==> src/rtl/core/variable_length_record_ring_fifo_defines.svh <==
// Assertion macros for the variable-length record ring FIFO.
// Included by files that carry concurrent checks; expects clk and rst_n in scope.
// Both macros compile to nothing when SYNTH is defined.
`ifndef VARIABLE_LENGTH_RECORD_RING_FIFO_DEFINES_SVH
`define VARIABLE_LENGTH_RECORD_RING_FIFO_DEFINES_SVH
`ifndef SYNTH
// same-cycle implication
`define VLRF_ASSERT_IMPL(lbl, ante, cons, msg) \
  lbl: assert property (@(posedge clk) disable iff (!rst_n) (ante) |-> (cons)) \
    else $error(msg);
// next-cycle implication
`define VLRF_ASSERT_NEXT(lbl, ante, cons, msg) \
  lbl: assert property (@(posedge clk) disable iff (!rst_n) (ante) |=> (cons)) \
    else $error(msg);
`else
`define VLRF_ASSERT_IMPL(lbl, ante, cons, msg)
`define VLRF_ASSERT_NEXT(lbl, ante, cons, msg)
`endif
`endif

==> src/rtl/core/vlrf_pkg.sv <==
// Shared constants, types and pointer helpers for the record ring FIFO.
// No dependencies; imported by every module of the block but vlrf_ram.
`timescale 1ns / 1ps
`default_nettype none

package vlrf_pkg;

  localparam int RING_BYTES   = 1024;
  localparam int HEADER_BYTES = 2;
  localparam int MAX_RECORD   = 64;

  localparam int RING_AW   = $clog2(RING_BYTES);
  localparam int FREE_W    = $clog2(RING_BYTES + 1);
  localparam int LEN_W     = 7;
  localparam int BYTE_W    = 8;
  localparam int STATUS_W  = 3;
  localparam int AMT_W     = $clog2(HEADER_BYTES + MAX_RECORD + 1);
  localparam int HDR_CNT_W = $clog2(HEADER_BYTES + 1);
  localparam int PSUM_W    = ((RING_AW > AMT_W) ? RING_AW : AMT_W) + 1;
  localparam int CMP_W     = ((FREE_W > LEN_W + 4) ? FREE_W : LEN_W + 4) + 1;

  localparam int Q_DEPTH = 4;
  localparam int Q_AW    = $clog2(Q_DEPTH);
  localparam int Q_CNT_W = $clog2(Q_DEPTH + 1);

  localparam logic [FREE_W-1:0]    RING_FREE    = FREE_W'(RING_BYTES);
  localparam logic [HDR_CNT_W-1:0] HDR_LAST_IDX = HDR_CNT_W'(HEADER_BYTES - 1);
  localparam logic [HDR_CNT_W-1:0] HDR_DATA_IDX = HDR_CNT_W'(HEADER_BYTES);
  localparam logic [Q_CNT_W-1:0]   Q_FULL_CNT   = Q_CNT_W'(Q_DEPTH);

  localparam logic FUNC_PUSH = 1'b0;
  localparam logic FUNC_POP  = 1'b1;

  typedef enum logic [STATUS_W-1:0] {
    ST_OK    = 3'd0,
    ST_FULL  = 3'd1,
    ST_EMPTY = 3'd2,
    ST_DROP  = 3'd3,
    ST_BUSY  = 3'd4
  } status_t;

  typedef enum logic {
    FR_IDLE,
    FR_HDR
  } fr_state_t;

  typedef enum logic [1:0] {
    BK_IDLE,
    BK_LEN,
    BK_ZERO,
    BK_EMIT
  } bk_state_t;

  // One queued job: either a finished one-word result or a pop to run.
  typedef struct packed {
    logic              run_pop;
    status_t           status;
    logic [FREE_W-1:0] free_bytes;
    logic              is_empty;
    logic [LEN_W-1:0]  read_limit;
  } q_entry_t;

  // Back end to front end: space released by a pop, and pop finished.
  typedef struct packed {
    logic             rel_valid;
    logic [AMT_W-1:0] rel_amt;
    logic             done;
  } bk2fr_t;

  // Front end status seen by the back end.
  typedef struct packed {
    logic [FREE_W-1:0] free_bytes;
    logic              is_empty;
    logic              pop_pend;
  } fr_stat_t;

  function automatic logic [RING_AW-1:0] ring_inc(input logic [RING_AW-1:0] p);
    logic [RING_AW:0] s;
    s = {1'b0, p} + (RING_AW + 1)'(1);
    if (s == RING_BYTES[RING_AW:0]) begin
      s = '0;
    end
    return s[RING_AW-1:0];
  endfunction

  // Valid when p + amt stays below twice the ring size.
  function automatic logic [RING_AW-1:0] ring_add(input logic [RING_AW-1:0] p,
                                                  input logic [AMT_W-1:0]   amt);
    logic [PSUM_W-1:0] s;
    s = PSUM_W'(p) + PSUM_W'(amt);
    if (s >= PSUM_W'(RING_BYTES)) begin
      s = s - PSUM_W'(RING_BYTES);
    end
    return s[RING_AW-1:0];
  endfunction

endpackage

`default_nettype wire

==> src/rtl/core/vlrf_back.sv <==
// Back end: drains the job queue, runs pops from the ring, drives the result register.
// Depends on vlrf_pkg; reads the ring RAM and reports released space to vlrf_front.
`timescale 1ns / 1ps
`default_nettype none

module vlrf_back (
  input  wire logic                          clk,
  input  wire logic                          rst_n,
  input  wire logic                          q_valid,
  input  wire vlrf_pkg::q_entry_t            q_data,
  output logic                               q_pop,
  output logic                               ram_re,
  output logic [vlrf_pkg::RING_AW-1:0]       ram_raddr,
  input  wire logic [vlrf_pkg::BYTE_W-1:0]   ram_rdata,
  input  wire vlrf_pkg::fr_stat_t            fr,
  output vlrf_pkg::bk2fr_t                   bk,
  output logic                               out_valid,
  input  wire logic                          out_stall,
  output logic [vlrf_pkg::STATUS_W-1:0]      out_status,
  output logic [vlrf_pkg::BYTE_W-1:0]        out_out_byte,
  output logic                               out_byte_valid,
  output logic                               out_last,
  output logic [vlrf_pkg::FREE_W-1:0]        out_free_bytes,
  output logic                               out_is_empty
);

  import vlrf_pkg::*;

  bk_state_t          state_r, state_nxt;
  logic [RING_AW-1:0] head_r,  head_nxt;
  logic [RING_AW-1:0] p_r,     p_nxt;
  logic [LEN_W-1:0]   cnt_r,   cnt_nxt;
  logic [LEN_W-1:0]   limit_r, limit_nxt;

  logic              ov_r;
  status_t           ostat_r;
  logic [BYTE_W-1:0] obyte_r;
  logic              obv_r;
  logic              olast_r;
  logic [FREE_W-1:0] ofree_r;
  logic              oempty_r;

  logic              can_load;
  logic              ld;
  status_t           ld_status;
  logic [BYTE_W-1:0] ld_byte;
  logic              ld_bv;
  logic              ld_last;
  logic [FREE_W-1:0] ld_free;
  logic              ld_empty;

  logic [LEN_W-1:0]   lenc;
  logic [LEN_W-1:0]   n_out;
  logic [RING_AW-1:0] p_start;

  assign can_load = ~ov_r | ~out_stall;

  // header low byte holds the whole length; upper header bytes are always zero
  assign lenc    = (ram_rdata > BYTE_W'(MAX_RECORD)) ? LEN_W'(MAX_RECORD)
                                                      : ram_rdata[LEN_W-1:0];
  assign n_out   = (limit_r < lenc) ? limit_r : lenc;
  assign p_start = ring_add(head_r, AMT_W'(HEADER_BYTES));

  always_comb begin
    state_nxt = state_r;
    case (state_r)
      BK_IDLE: begin
        if (q_valid && q_data.run_pop) begin
          state_nxt = BK_LEN;
        end
      end
      BK_LEN: begin
        state_nxt = (n_out == '0) ? BK_ZERO : BK_EMIT;
      end
      BK_ZERO: begin
        if (can_load) begin
          state_nxt = BK_IDLE;
        end
      end
      BK_EMIT: begin
        if (can_load && cnt_r == LEN_W'(1)) begin
          state_nxt = BK_IDLE;
        end
      end
      default: state_nxt = BK_IDLE;
    endcase
  end

  always_comb begin
    q_pop     = 1'b0;
    ram_re    = 1'b0;
    ram_raddr = head_r;
    bk        = '0;
    head_nxt  = head_r;
    p_nxt     = p_r;
    cnt_nxt   = cnt_r;
    limit_nxt = limit_r;
    ld        = 1'b0;
    ld_status = ST_OK;
    ld_byte   = '0;
    ld_bv     = 1'b0;
    ld_last   = 1'b1;
    ld_free   = fr.free_bytes;
    ld_empty  = fr.is_empty;

    case (state_r)
      BK_IDLE: begin
        if (q_valid) begin
          if (q_data.run_pop) begin
            q_pop     = 1'b1;
            ram_re    = 1'b1;
            limit_nxt = q_data.read_limit;
          end else if (can_load) begin
            q_pop     = 1'b1;
            ld        = 1'b1;
            ld_status = q_data.status;
            ld_free   = q_data.free_bytes;
            ld_empty  = q_data.is_empty;
          end
        end
      end
      BK_LEN: begin
        bk.rel_valid = 1'b1;
        bk.rel_amt   = AMT_W'(HEADER_BYTES) + AMT_W'(lenc);
        head_nxt     = ring_add(p_start, AMT_W'(lenc));
        if (n_out != '0) begin
          ram_re    = 1'b1;
          ram_raddr = p_start;
          p_nxt     = ring_inc(p_start);
          cnt_nxt   = n_out;
        end
      end
      BK_ZERO: begin
        if (can_load) begin
          ld      = 1'b1;
          bk.done = 1'b1;
        end
      end
      BK_EMIT: begin
        if (can_load) begin
          ld      = 1'b1;
          ld_byte = ram_rdata;
          ld_bv   = 1'b1;
          ld_last = (cnt_r == LEN_W'(1));
          cnt_nxt = cnt_r - LEN_W'(1);
          if (cnt_r == LEN_W'(1)) begin
            bk.done = 1'b1;
          end else begin
            // next byte lands in the read register as this one leaves
            ram_re    = 1'b1;
            ram_raddr = p_r;
            p_nxt     = ring_inc(p_r);
          end
        end
      end
      default: ;
    endcase
  end

  always_ff @(posedge clk) begin
    if (!rst_n) begin
      state_r <= BK_IDLE;
      head_r  <= '0;
      ov_r    <= 1'b0;
    end else begin
      state_r <= state_nxt;
      head_r  <= head_nxt;
      ov_r    <= ld | (ov_r & out_stall);
    end
  end

  always_ff @(posedge clk) begin
    p_r     <= p_nxt;
    cnt_r   <= cnt_nxt;
    limit_r <= limit_nxt;
    if (ld) begin
      ostat_r  <= ld_status;
      obyte_r  <= ld_byte;
      obv_r    <= ld_bv;
      olast_r  <= ld_last;
      ofree_r  <= ld_free;
      oempty_r <= ld_empty;
    end
  end

  assign out_valid      = ov_r;
  assign out_status     = ostat_r;
  assign out_out_byte   = obyte_r;
  assign out_byte_valid = obv_r;
  assign out_last       = olast_r;
  assign out_free_bytes = ofree_r;
  assign out_is_empty   = oempty_r;

endmodule

`default_nettype wire

==> config.mk <==
export PLATFORM = sky130hd
export DESIGN_NAME = vlrf_back
export DESIGN_NICKNAME = d
export VERILOG_FILES = /design/src/rtl/core/variable_length_record_ring_fifo_defines.svh /design/src/rtl/core/vlrf_pkg.sv /design/src/rtl/core/vlrf_back.sv
export SDC_FILE = /design/constraint.sdc
export NUM_CORES = 1
export LEC_CHECK = 0
export BUFFER_PORTS_ARGS = -buffer_cell sky130_fd_sc_hd__buf_2
export CAP_MARGIN = 20
export CORE_MARGIN = 1
export CORE_UTILIZATION = 59
export DETAILED_ROUTE_END_ITERATION = 8
export HOLD_SLACK_MARGIN = 0.06
export PLACE_DENSITY = 0.9
export SYNTH_ARGS = -nofsm -noshare
export SYNTH_HDL_FRONTEND = slang
export SYNTH_SLANG_ARGS = --single-unit
==> constraint.sdc <==
create_clock -name clk -period 4.9 [get_ports clk]
set_input_delay 0.49 -clock clk [delete_from_list [all_inputs] [get_ports clk]]
set_output_delay 0.49 -clock clk [all_outputs]
set_load 0.03 [all_outputs]
After elaboration in Yosys (flattened, before gate mapping)
Cells that the tools add are included.
{"block": "word_totals", "register_bits": 62, "inputBits": 48, "output_inout_bits": 47, "wordCells": 104}
{"block": "op_classes", "n_addsub": 8, "n_lt_le_gt_ge": 4, "eq_ne": 12, "n_mux": 47, "bitwise_logic": 8, "n_reduce_logical": 13}
{"cell": "$mux 10", "count": 10}
{"cell": "$mux 11", "count": 4}
{"cell": "$pmux 10 s2", "count": 2}
{"cell": "$mux 7", "count": 4}
{"cell": "$add 10x1->11 const B", "count": 2}
{"cell": "$eq 11x11->1 const B", "count": 2}
{"cell": "$ge 11x11->1 const B", "count": 2}
{"cell": "$sub 10x1->10 const B", "count": 2}
{"cell": "$mux 1", "count": 18}
{"cell": "$pmux 7 s2", "count": 1}
{"cell": "$ne 2x2->1 const B", "count": 6}
{"cell": "$add 10x2->11 const B", "count": 1}
{"cell": "$add 10x7->11", "count": 1}
{"cell": "$reduce_and 3->1", "count": 3}
{"cell": "$gt 8x7->1 const B", "count": 1}
{"cell": "$mux 8", "count": 1}
{"cell": "$pmux 2 s4", "count": 1}
{"cell": "$add 2x7->7 const A", "count": 1}
{"cell": "$eq 7x1->1 const B", "count": 1}
{"cell": "$logic_not 7->1", "count": 1}
{"cell": "$lt 7x7->1", "count": 1}
{"cell": "$reduce_bool 7->1", "count": 1}
{"cell": "$sub 7x1->7 const B", "count": 1}
{"cell": "$mux 2", "count": 3}
{"cell": "14 further kinds", "count": 22}

Logic depth before layout (Yosys ltp)
Gate-level depths: netlist of run 1.
{"block": "logic_depth", "ltp_word": 8, "depth_mapped": 11}

Worst setup path after synthesis of run 1
OpenSTA, ideal clock, no wires.
{"block": "synth_timing", "path_kind": "input -> output", "start": "input ram_rdata[6] (netlist name)", "end": "output ram_raddr[1] (netlist name)", "t_arrival_ps": 3233, "path_slack_ps": 1177, "stages": 11, "cell_sequence": "or2_4 -> clkinv_1 -> nand2_1 -> ha_1 -> a21oi_1 -> o21ai_1 -> a21oi_2 -> mux2i_1 -> buf_4 -> o21ai_1 -> o21ai_0"}
{"block": "synth_via", "elab_chain_len": 7}
{"item": "start: declaration", "line_no": "vlrf_back.sv:14", "rtl": "input wire logic [vlrf_pkg::BYTE_W-1:0] ram_rdata,"}
{"item": "$gt 8x7->1", "line_no": "vlrf_back.sv:59", "rtl": "assign lenc = (ram_rdata > BYTE_W'(MAX_RECORD)) ? LEN_W'(MAX_RECORD)"}
{"item": "$mux 7 *", "line_no": "vlrf_back.sv:59"}
{"item": "$lt 7x7->1", "line_no": "vlrf_back.sv:61", "rtl": "assign n_out = (limit_r < lenc) ? limit_r : lenc;"}
{"item": "$mux 7 *", "line_no": "vlrf_back.sv:61"}
{"item": "$reduce_bool 7->1 *", "line_no": "vlrf_back.sv:126", "rtl": "if (n_out != '0) begin"}
{"item": "$mux 10 *", "line_no": "vlrf_back.sv:126"}
{"item": "$pmux 10 s2 *", "line_no": "vlrf_back.sv:106", "rtl": "case (state_r)"}
{"item": "end: declaration", "line_no": "vlrf_back.sv:13", "rtl": "output logic [vlrf_pkg::RING_AW-1:0] ram_raddr,"}
Every way passes the cells marked *; elsewhere a longest branch is shown, timed or not.

Final worst setup path of run 1
{"block": "layout_timing", "start": "input ram_rdata[6] (netlist name)", "end": "output ram_raddr[2] (netlist name)"}
Same word-level chain as after synthesis.

==> impl_metrics.yaml, run 1 <==
outcome:
  status: "finished, final reports clean"
clock_network:
  cts_setup_buffers: 0
  h-tree-depth: 3
  cts.repair.resized: 0
  cts_hold_buf: 0
  clk_pin_slew_ns: 0.07
  cts_sinks: 62
  numCtsBuffers: 9
  cts_tree: "done"
  cts-root-buf: "clkbuf_8"
  clockBufferDepth: 2
  clk_latency_ns: 0.35
synth:
  yosysMostFrequentCell: "nand2_1"
  synthFlopType: "edfxtp_1"
  synth_cell_type_count: 53
  synth.area.top_cells: "edfxtp_1 36%, nand2_1 8.2%, dfxtp_1 6.3%"
  avgSynthCellArea_sq_um: 8.99
  async_flop_share_pct: 0
  yosys_warnings: 0
  synth_area_sq_mm: 0.00412
  synth-seq-cells: 62
  synthCells: 458
  post-synth-top-area-fraction_pct: 35.7
  yosysTopAreaCell: "edfxtp_1"
  synth_fp_nets: 527
  seq_area_frac_synth_pct: 42.1
  synth_edf_count: 49
  synth_common_cells: "90 x nand2_1, 49 x edfxtp_1, 29 x nor2_1"
critical_path:
  r2r_end: "cnt_r[1]"
  end_kind: "output port"
  reg2reg_depth: 8
  critical_path_class: "in2out"
  crit_path_max_fanout: 15
  crit_start: "ram_rdata[6]"
  cp-endpoint: "ram_raddr[2]"
  reg2reg_from: "limit_r[2]"
  critPathMaxStageDelay_ns: 0.50
  cp_cell_sequence: "buf_2, or2_4, clkinv_1, nand2_1, ha_1, a21oi_1, o21ai_1, a21oi_2, mux2i_1, buf_4, o21ai_1, o221ai_1, buf_2"
  worstPathArrival_ns: 3.65
  timing.reg2reg.setup_slack_ns: 1.89
  critPathSlowestCell: "a21oi_2"
  critPathTopFamily: "compound AO/OA/AOI/OAI gates"
  path_depth: 13
  worstSetupStartpointType: "input pin"
  required_ns: 4.41
  critical_path_buf_inv_count: 4
sta:
  finalHoldViolCount: 0
  period_needed_ns: 4.14
  fin_tns_setup_ns: 0
  fin_crit_sh_pct: 84.5
  max_freq_mhz: 242
  slew_headroom_pct: 29.6
  fin_skew_ns: 0.0112
  rsz0062_at_grt: "false"
  maxSlewViolCount: 0
  fin_ws_ns: 0.762
  tightest_slew_ns: 1.05
  setup_viol: 0
grt:
  grt_pass1_vias: 3387
  antenna_found_initial: 0
  grt_pass1_wl_um: 16500
  track_usage_pct: 29.0
  overflow: 0
  grt_max_degree: 30
drt:
  avgViaCountPerCell: 6.10
  drc: 0
  drt_iter0_drc: 433
  drt-total-wl_um: 10300
  num_vias: 3840
  wl_per_cell_um: 16.4
  drt_pass1_iterations: 6
  ant_nets: 0
placed_design:
  post-place-ws_ns: 0.873
  place.gp.congestion: 0.847
  port_buffers: 93
  place_hpwl_um: 7490
  placedInstanceArea_sq_mm: 0.00462
  place_inst: 613
floorplanning:
  die_w_um: 85.5
  design.core.area_sq_mm: 0.00676
  start_util_pct: 60.9
  die-area_sq_mm: 0.00732
  io_pins: 95
  core.rowCount: 30
  die_h_um: 85.5
layout:
  final_area_sq_mm: 0.00478
  fin_nets: 613
  layout-drive-gt1-share_pct: 22.6
  layout.cells.non_filler: 629
  diodes: 0
  area_growth_pct: 16.2
power:
  finalPower_mw: 1.39
  p_leak_nw: 2.10
  p_per_area_mw_per_mm2: 291
  ir_drop_uv: 168
min_path:
  hp-class: "in2reg"
run:
  cap_violations: 0
## routing by layer
layer,vias to the layer above,global-route usage [%],part of all wire (%)
li1,1796,-,-
met1,1759,39.4,42
met2,252,46.4,47
met3,33,5.20,8.7
met4,0,11.5,2.5
met5,-,0,0
## registers in the layout (all words and copies together), names as in the netlist, 2 cells and up
signal / count
out_status: 3
limit_r: 7
p_r: 10
cnt_r: 7
out_free_bytes: 11
out_out_byte: 8
state_r: 2
head_r: 10
## worst min-delay path by stage
stage,from,endpoint,cells past startpoint
finish,q_data[4],limit_r[4],1
global route,q_data[3],limit_r[3],1
CTS,q_data[6],limit_r[6],1
detailed placement,head_r[1],head_r[1],2
global placement,head_r[1],head_r[1],2
floorplan,head_r[1],head_r[1],2
## worst reg2reg max path, cell delays in order (launching register included)
cell      delay (ns)
edfxtp_1        0.43
ha_1            0.34
a21oi_1         0.17
o21ai_1         0.10
a21oi_2         0.50
mux2i_1         0.28
buf_4           0.25
or2_0           0.19
o21ai_0         0.38
## logic make-up (layout without fill, tap and decap cells)
kind of cell / count (synthesis) / after routing / share of synthesized area [%]
AOI/OAI and AO/OA: 75 / 75 / 12.0
xor gates and xnor gates: 35 / 35 / 7.45
muxes: 10 / 10 / 2.55
and+or+nand+nor: 212 / 212 / 25.0
adders and majority gates: 21 / 21 / 6.57
DFF: 62 / 62 / 42.1
buffers and inverters: 43 / 134 / 4.29
## power breakdown
| part | switching [mW] | total, mW | internal (mW) | leakage (nW) |
|---|---|---|---|---|
| logic | 0.230 | 0.339 | 0.109 | 1.45 |
| registers | 0.0304 | 0.659 | 0.629 | 0.564 |
| clock network | 0.212 | 0.393 | 0.182 | 0.0801 |
| total | 0.472 | 1.39 | 0.919 | 2.10 |
## area by class of cell
type	count	area, sq um
multi-input cells	353	2210
fillers	515	1970
flip-flops and latches	62	1730
repair buffers	98	503
clock buffers	10	128
well taps	80	100
inverters	20	75.1
clock inverters	6	37.5
## stage by stage
step / hold WS [ns] / util [%]
2_1_floorplan: 0.486 / -
3_3_place_gp: 0.526 / 68.4
3_5_place_dp: 0.532 / 68.4
4_1_cts: 0.302 / 70.8
5_1_grt: 0.301 / 70.8
6_report: 0.310 / 70.8
## layout by cell type (no fill, tap or decap), types with 12 or more instances in the layout
cell,n
buf_2,93
nand3_1,17
edfxtp_1,49
xnor2_1,23
inv_1,19
and3_1,17
ha_1,20
and2_1,12
nor2_1,29
xor2_1,12
dfxtp_1,13
o21ai_0,19
nand2_1,90
a21oi_1,21
(Power assumes the default switching activity.)
==> run 2: changes to the inputs <==
CORE_UTILIZATION = 49   (was 59)
PLACE_DENSITY = 0.81   (was 0.9)
clock period = 3.4 ns   (was 4.9 ns; I/O delays follow)
==> impl_metrics.yaml, run 2 (synthesized netlist as in run 1, its figures left out) <==
outcome:
  status: "complete, but fails checks"
  violations: "DRC"
critical_path:
  end_kind: "output port"
  worstPathArrival_ns: 2.85
  critPathSlowestCell: "or3_1"
  critical_path_class: "in2out"
  required_ns: 3.06
  crit_top_cell: "buf_2"
  critPathMaxStageDelay_ns: 0.38
  worstSetupStartpointType: "input pin"
  crit_path_max_fanout: 15
  cp_cell_sequence: "buf_2, or2_4, clkinv_1, nand2_1, ha_1, a21oi_1, o21ai_1, a21oi_2, mux2i_1, buf_6, nor4_1, or3_1, buf_2"
power:
  p_leak_nw: 2.13
  p_per_area_mw_per_mm2: 423
  power.switching_uw: 662
  pwr-share-seq_pct: 45.9
  finalPower_mw: 2.06
  p_int_mw: 1.40
  p_sw_share_pct: 32.1
  p_comb_share_pct: 24.2
  ir_drop_uv: 248
  share_clk_of_total_power_pct: 29.9
sta:
  fin_tns_setup_ns: 0
  maxSlewViolCount: 0
  rsz0062_at_grt: "false"
  hold_slack_ns: 0.164
  finalHoldViolCount: 0
  fin_skew_ns: 0.0113
  fin_ws_ns: 0.210
  tightest_slew_ns: 0.729
  max_freq_mhz: 313
  setup_viol: 0
  fin_crit_sh_pct: 93.8
  period_needed_ns: 3.19
  slew_headroom_pct: 51.4
floorplanning:
  io_pins: 95
  die-area_sq_mm: 0.00877
  design.core.area_sq_mm: 0.00818
  start_util_pct: 50.4
  core.rowCount: 33
  die_h_um: 93.7
  die_w_um: 93.7
placed_design:
  port_buffers: 93
  placedInstanceArea_sq_mm: 0.00468
  place.gp.congestion: 0.897
  place_hpwl_um: 7390
  post-place-ws_ns: 0.213
  place_inst: 642
layout:
  fin_util_pct: 59.6
  diodes: 0
  largest_register_ffs: 11
  final_common_cell: "buf_2"
  fin_nets: 618
  layout-drive-gt1-share_pct: 23.3
  area_growth_pct: 18.4
  final_area_sq_mm: 0.00488
  final_cell_mix: "92 x buf_2, 90 x nand2_1, 49 x edfxtp_1"
  layout.cells.non_filler: 658
clock_network:
  h-tree-depth: 3
  cts_tree: "done"
  numCtsBuffers: 9
  clockBufferDepth: 2
  clk_latency_ns: 0.35
  clk_pin_slew_ns: 0.07
  cts_sinks: 62
  cts_hold_buf: 0
  cts-root-buf: "clkbuf_8"
min_path:
  hp-class: "in2reg"
drt:
  wl_per_cell_um: 15.3
  num_vias: 3688
  drt_pass1_iterations: 7
  avgViaCountPerCell: 5.60
  drt_iter0_drc: 225
  drt-total-wl_um: 10100
  ant_nets: 0
  drc: 2
grt:
  grt_pass1_wl_um: 16500
  track_usage_pct: 24.3
  grt_max_degree: 29
  grt_pass1_vias: 3436
  antenna_found_initial: 0
  overflow: 0
run:
  cap_violations: 0
==> run 2: power groups by stage <==
stage | Sequential [mW] | Combinational, mW | Clock [mW]
finish | 0.947 | 0.500 | 0.617
global route | 0.955 | 0.547 | 0.660
CTS | 0.947 | 0.495 | 0.622
detailed placement | 0.963 | 0.492 | 0
global placement | 0.960 | 0.477 | 0
floorplan | 1.02 | 0.272 | 0
==> run 2: path summary, 6_finish.rpt <==
path | start | endpoint | slack, ns | cells after the start
worst min-delay path | q_data[1] | limit_r[1] | 0.16 | 1
worst max-delay path | ram_rdata[6] | ram_raddr[8] | 0.21 | 13
worst max register to register | head_r[1] | head_r[9] | 0.47 | 11
worst min register to register | head_r[6] | head_r[6] | 0.57 | 2
==> run 2: layer usage <==
metal | global-route usage [%] | up-vias | routed length (um)
li1 | - | 1807 | -
met5 | 0 | - | 0
met1 | 32.8 | 1707 | 4510
met3 | 5.74 | 15 | 716
met2 | 39.3 | 159 | 4690
met4 | 6.15 | 0 | 153
==> run 2: timing repair <==
item                                    in CTS  in global routing
endpoints found under the setup margin       0                  3
gates resized for setup                      0                  3
setup buffers                                0                  0
==> run 2: area by class of cell <==
| type | count | area [sq um] |
|---|---|---|
| Fill cell | 719 | 3300 |
| Sequential cell | 62 | 1730 |
| Clock inverter | 5 | 51.3 |
| Inverter | 20 | 75.1 |
| Multi-Input combinational cell | 353 | 2210 |
| Clock buffer | 10 | 128 |
| Tap cell | 105 | 131 |
| Timing Repair Buffer | 103 | 544 |
==> run 2: critical path: cells and delay by family <==
family | cells | cell delay [ns]
AO/OA/AOI/OAI | 3 | 0.43
adder cells (fa/ha/maj) | 1 | 0.30
buffers and inverters | 4 | 0.66
multiplexers | 1 | 0.25
AND/OR/NAND/NOR | 4 | 0.83
==> run 3: changes to the inputs <==
BUFFER_PORTS_ARGS = default   (was -buffer_cell sky130_fd_sc_hd__buf_2)
CORE_UTILIZATION = 58   (was 49)
DONT_BUFFER_PORTS = 1   (was default)
PLACE_DENSITY = 0.8   (was 0.81)
==> impl_metrics.yaml, run 3 (synthesized netlist as in run 1, its figures left out) <==
grt:
  grt_pass1_wl_um: 15700
  use_met3_pct: 7.81
  overflow: 0
  grt-busiest-layer: "met2"
  grt_max_degree: 29
  grt_pass1_vias: 3241
  use_met2_pct: 45.6
  antenna_found_initial: 0
  met1_usage_pct: 33.8
  track_usage_pct: 27.3
layout:
  fillCellCount: 547
  final_area_sq_mm: 0.00456
  largest_register_ffs: 11
  final_cell_mix: "90 x nand2_1, 49 x edfxtp_1, 29 x nor2_1"
  fin_nets: 538
  layout-drive-gt1-share_pct: 8.88
  area_growth_pct: 10.8
  diodes: 0
  final_common_cell: "nand2_1"
drt:
  avgViaCountPerCell: 6.10
  num_vias: 3473
  drt-total-wl_um: 9890
  wl_per_cell_um: 17.4
  drt_iter0_drc: 279
  drt_pass1_iterations: 5
  ant_nets: 0
  drc: 0
sta:
  slew_headroom_pct: 38.9
  fin_skew_ns: 0.0108
  max_freq_mhz: 320
  period_needed_ns: 3.13
  setup_viol: 0
  maxSlewViolCount: 0
  tightest_slew_ns: 0.909
  fin_tns_setup_ns: 0
  rsz0062_at_grt: "false"
  fin_crit_sh_pct: 92.0
  finalHoldViolCount: 0
critical_path:
  worstPathArrival_ns: 2.79
  critical_path_class: "in2out"
  crit_start: "ram_rdata[6]"
  worstSetupStartpointType: "input pin"
  required_ns: 3.06
  end_kind: "output port"
  reg2reg_from: "head_r[3]"
  crit_path_max_fanout: 15
placed_design:
  place.gp.congestion: 0.886
  placedInstanceArea_sq_mm: 0.00427
  port_buffers: 0
  place_hpwl_um: 7200
floorplanning:
  start_util_pct: 60.3
  design.core.area_sq_mm: 0.00683
  die-area_sq_mm: 0.00744
  io_pins: 95
  die_h_um: 86.2
  die_w_um: 86.2
  core.rowCount: 30
clock_network:
  numCtsBuffers: 9
  clk_latency_ns: 0.35
  cts-root-buf: "clkbuf_8"
  cts.repair.resized: 0
  cts_hold_buf: 0
  clk_pin_slew_ns: 0.07
  clockBufferDepth: 2
  cts_tree: "done"
  h-tree-depth: 3
  cts_sinks: 62
  cts_setup_buffers: 0
power:
  p_per_area_mw_per_mm2: 461
  p_leak_nw: 1.82
  ir_drop_uv: 281
outcome:
  status: "finished, final reports clean"
min_path:
  worstHoldStart: "rst_n"
  hp-class: "in2reg"
run:
  cap_violations: 0
run 3: cell types whose count changed in the layout (fill, tap and decap cells not counted), moves of 2 or more:
cell and delta:
dlygate4sd3_1 +7, buf_4 +5, buf_2 -91, buf_12 +2
run 3: layer usage:
metal  share of wire [%]  wire, um
met1                  41      4070
met4                 2.8       272
met5                   0         0
met3                 9.1       902
met2                  47      4650
run 3: worst paths after layout:
| kind | cells after the start | slack (ns) | endpoint |
|---|---|---|---|
| max | 12 | 0.27 | ram_raddr[4] |
| min | 1 | 0.11 | head_r[9] |
| max reg2reg | 9 | 0.52 | head_r[7] |
| min reg2reg | 2 | 0.55 | head_r[1] |
run 3: critical path: stages:
cell      delay [ns]
or2_4           0.26
clkinv_1        0.16
nand2_1         0.13
ha_1            0.32
a21oi_1         0.17
o21ai_1         0.12
a21oi_2         0.20
mux2i_1         0.10
buf_4           0.20
or4_1           0.48
nand4_1         0.14
buf_4           0.17
run 3: metrics by stage:
step / total power [mW] / worst slack [ns] / hold WS (ns) / util (%) / instances
global placement: 1.38 / 0.413 / 0.439 / 62.5 / 546
global route: 2.18 / 0.144 / 0.0943 / 66.7 / 569
floorplan: 1.30 / 0.112 / 0.439 / - / 458
finish: 2.10 / 0.272 / 0.111 / 66.7 / 569
detailed placement: 1.40 / 0.369 / 0.439 / 62.5 / 546
CTS: 2.10 / 0.309 / 0.0699 / 65.6 / 561
run 3: area by class of cell:
class                           count  area [sq um]  area share (%)
Timing Repair Buffer               23           213            4.67
Clock inverter                      5          73.8            1.62
Sequential cell                    62          1730            38.0
Inverter                           20          75.1            1.65
Multi-Input combinational cell    353          2210            48.4
Tap cell                           96           120            2.63
Clock buffer                       10           138            3.02
run 3: power breakdown:
| part | switching (mW) | internal [mW] |
|---|---|---|
| logic | 0.235 | 0.132 |
| registers | 0.116 | 0.909 |
| clock network | 0.287 | 0.423 |
| total | 0.639 | 1.46 |
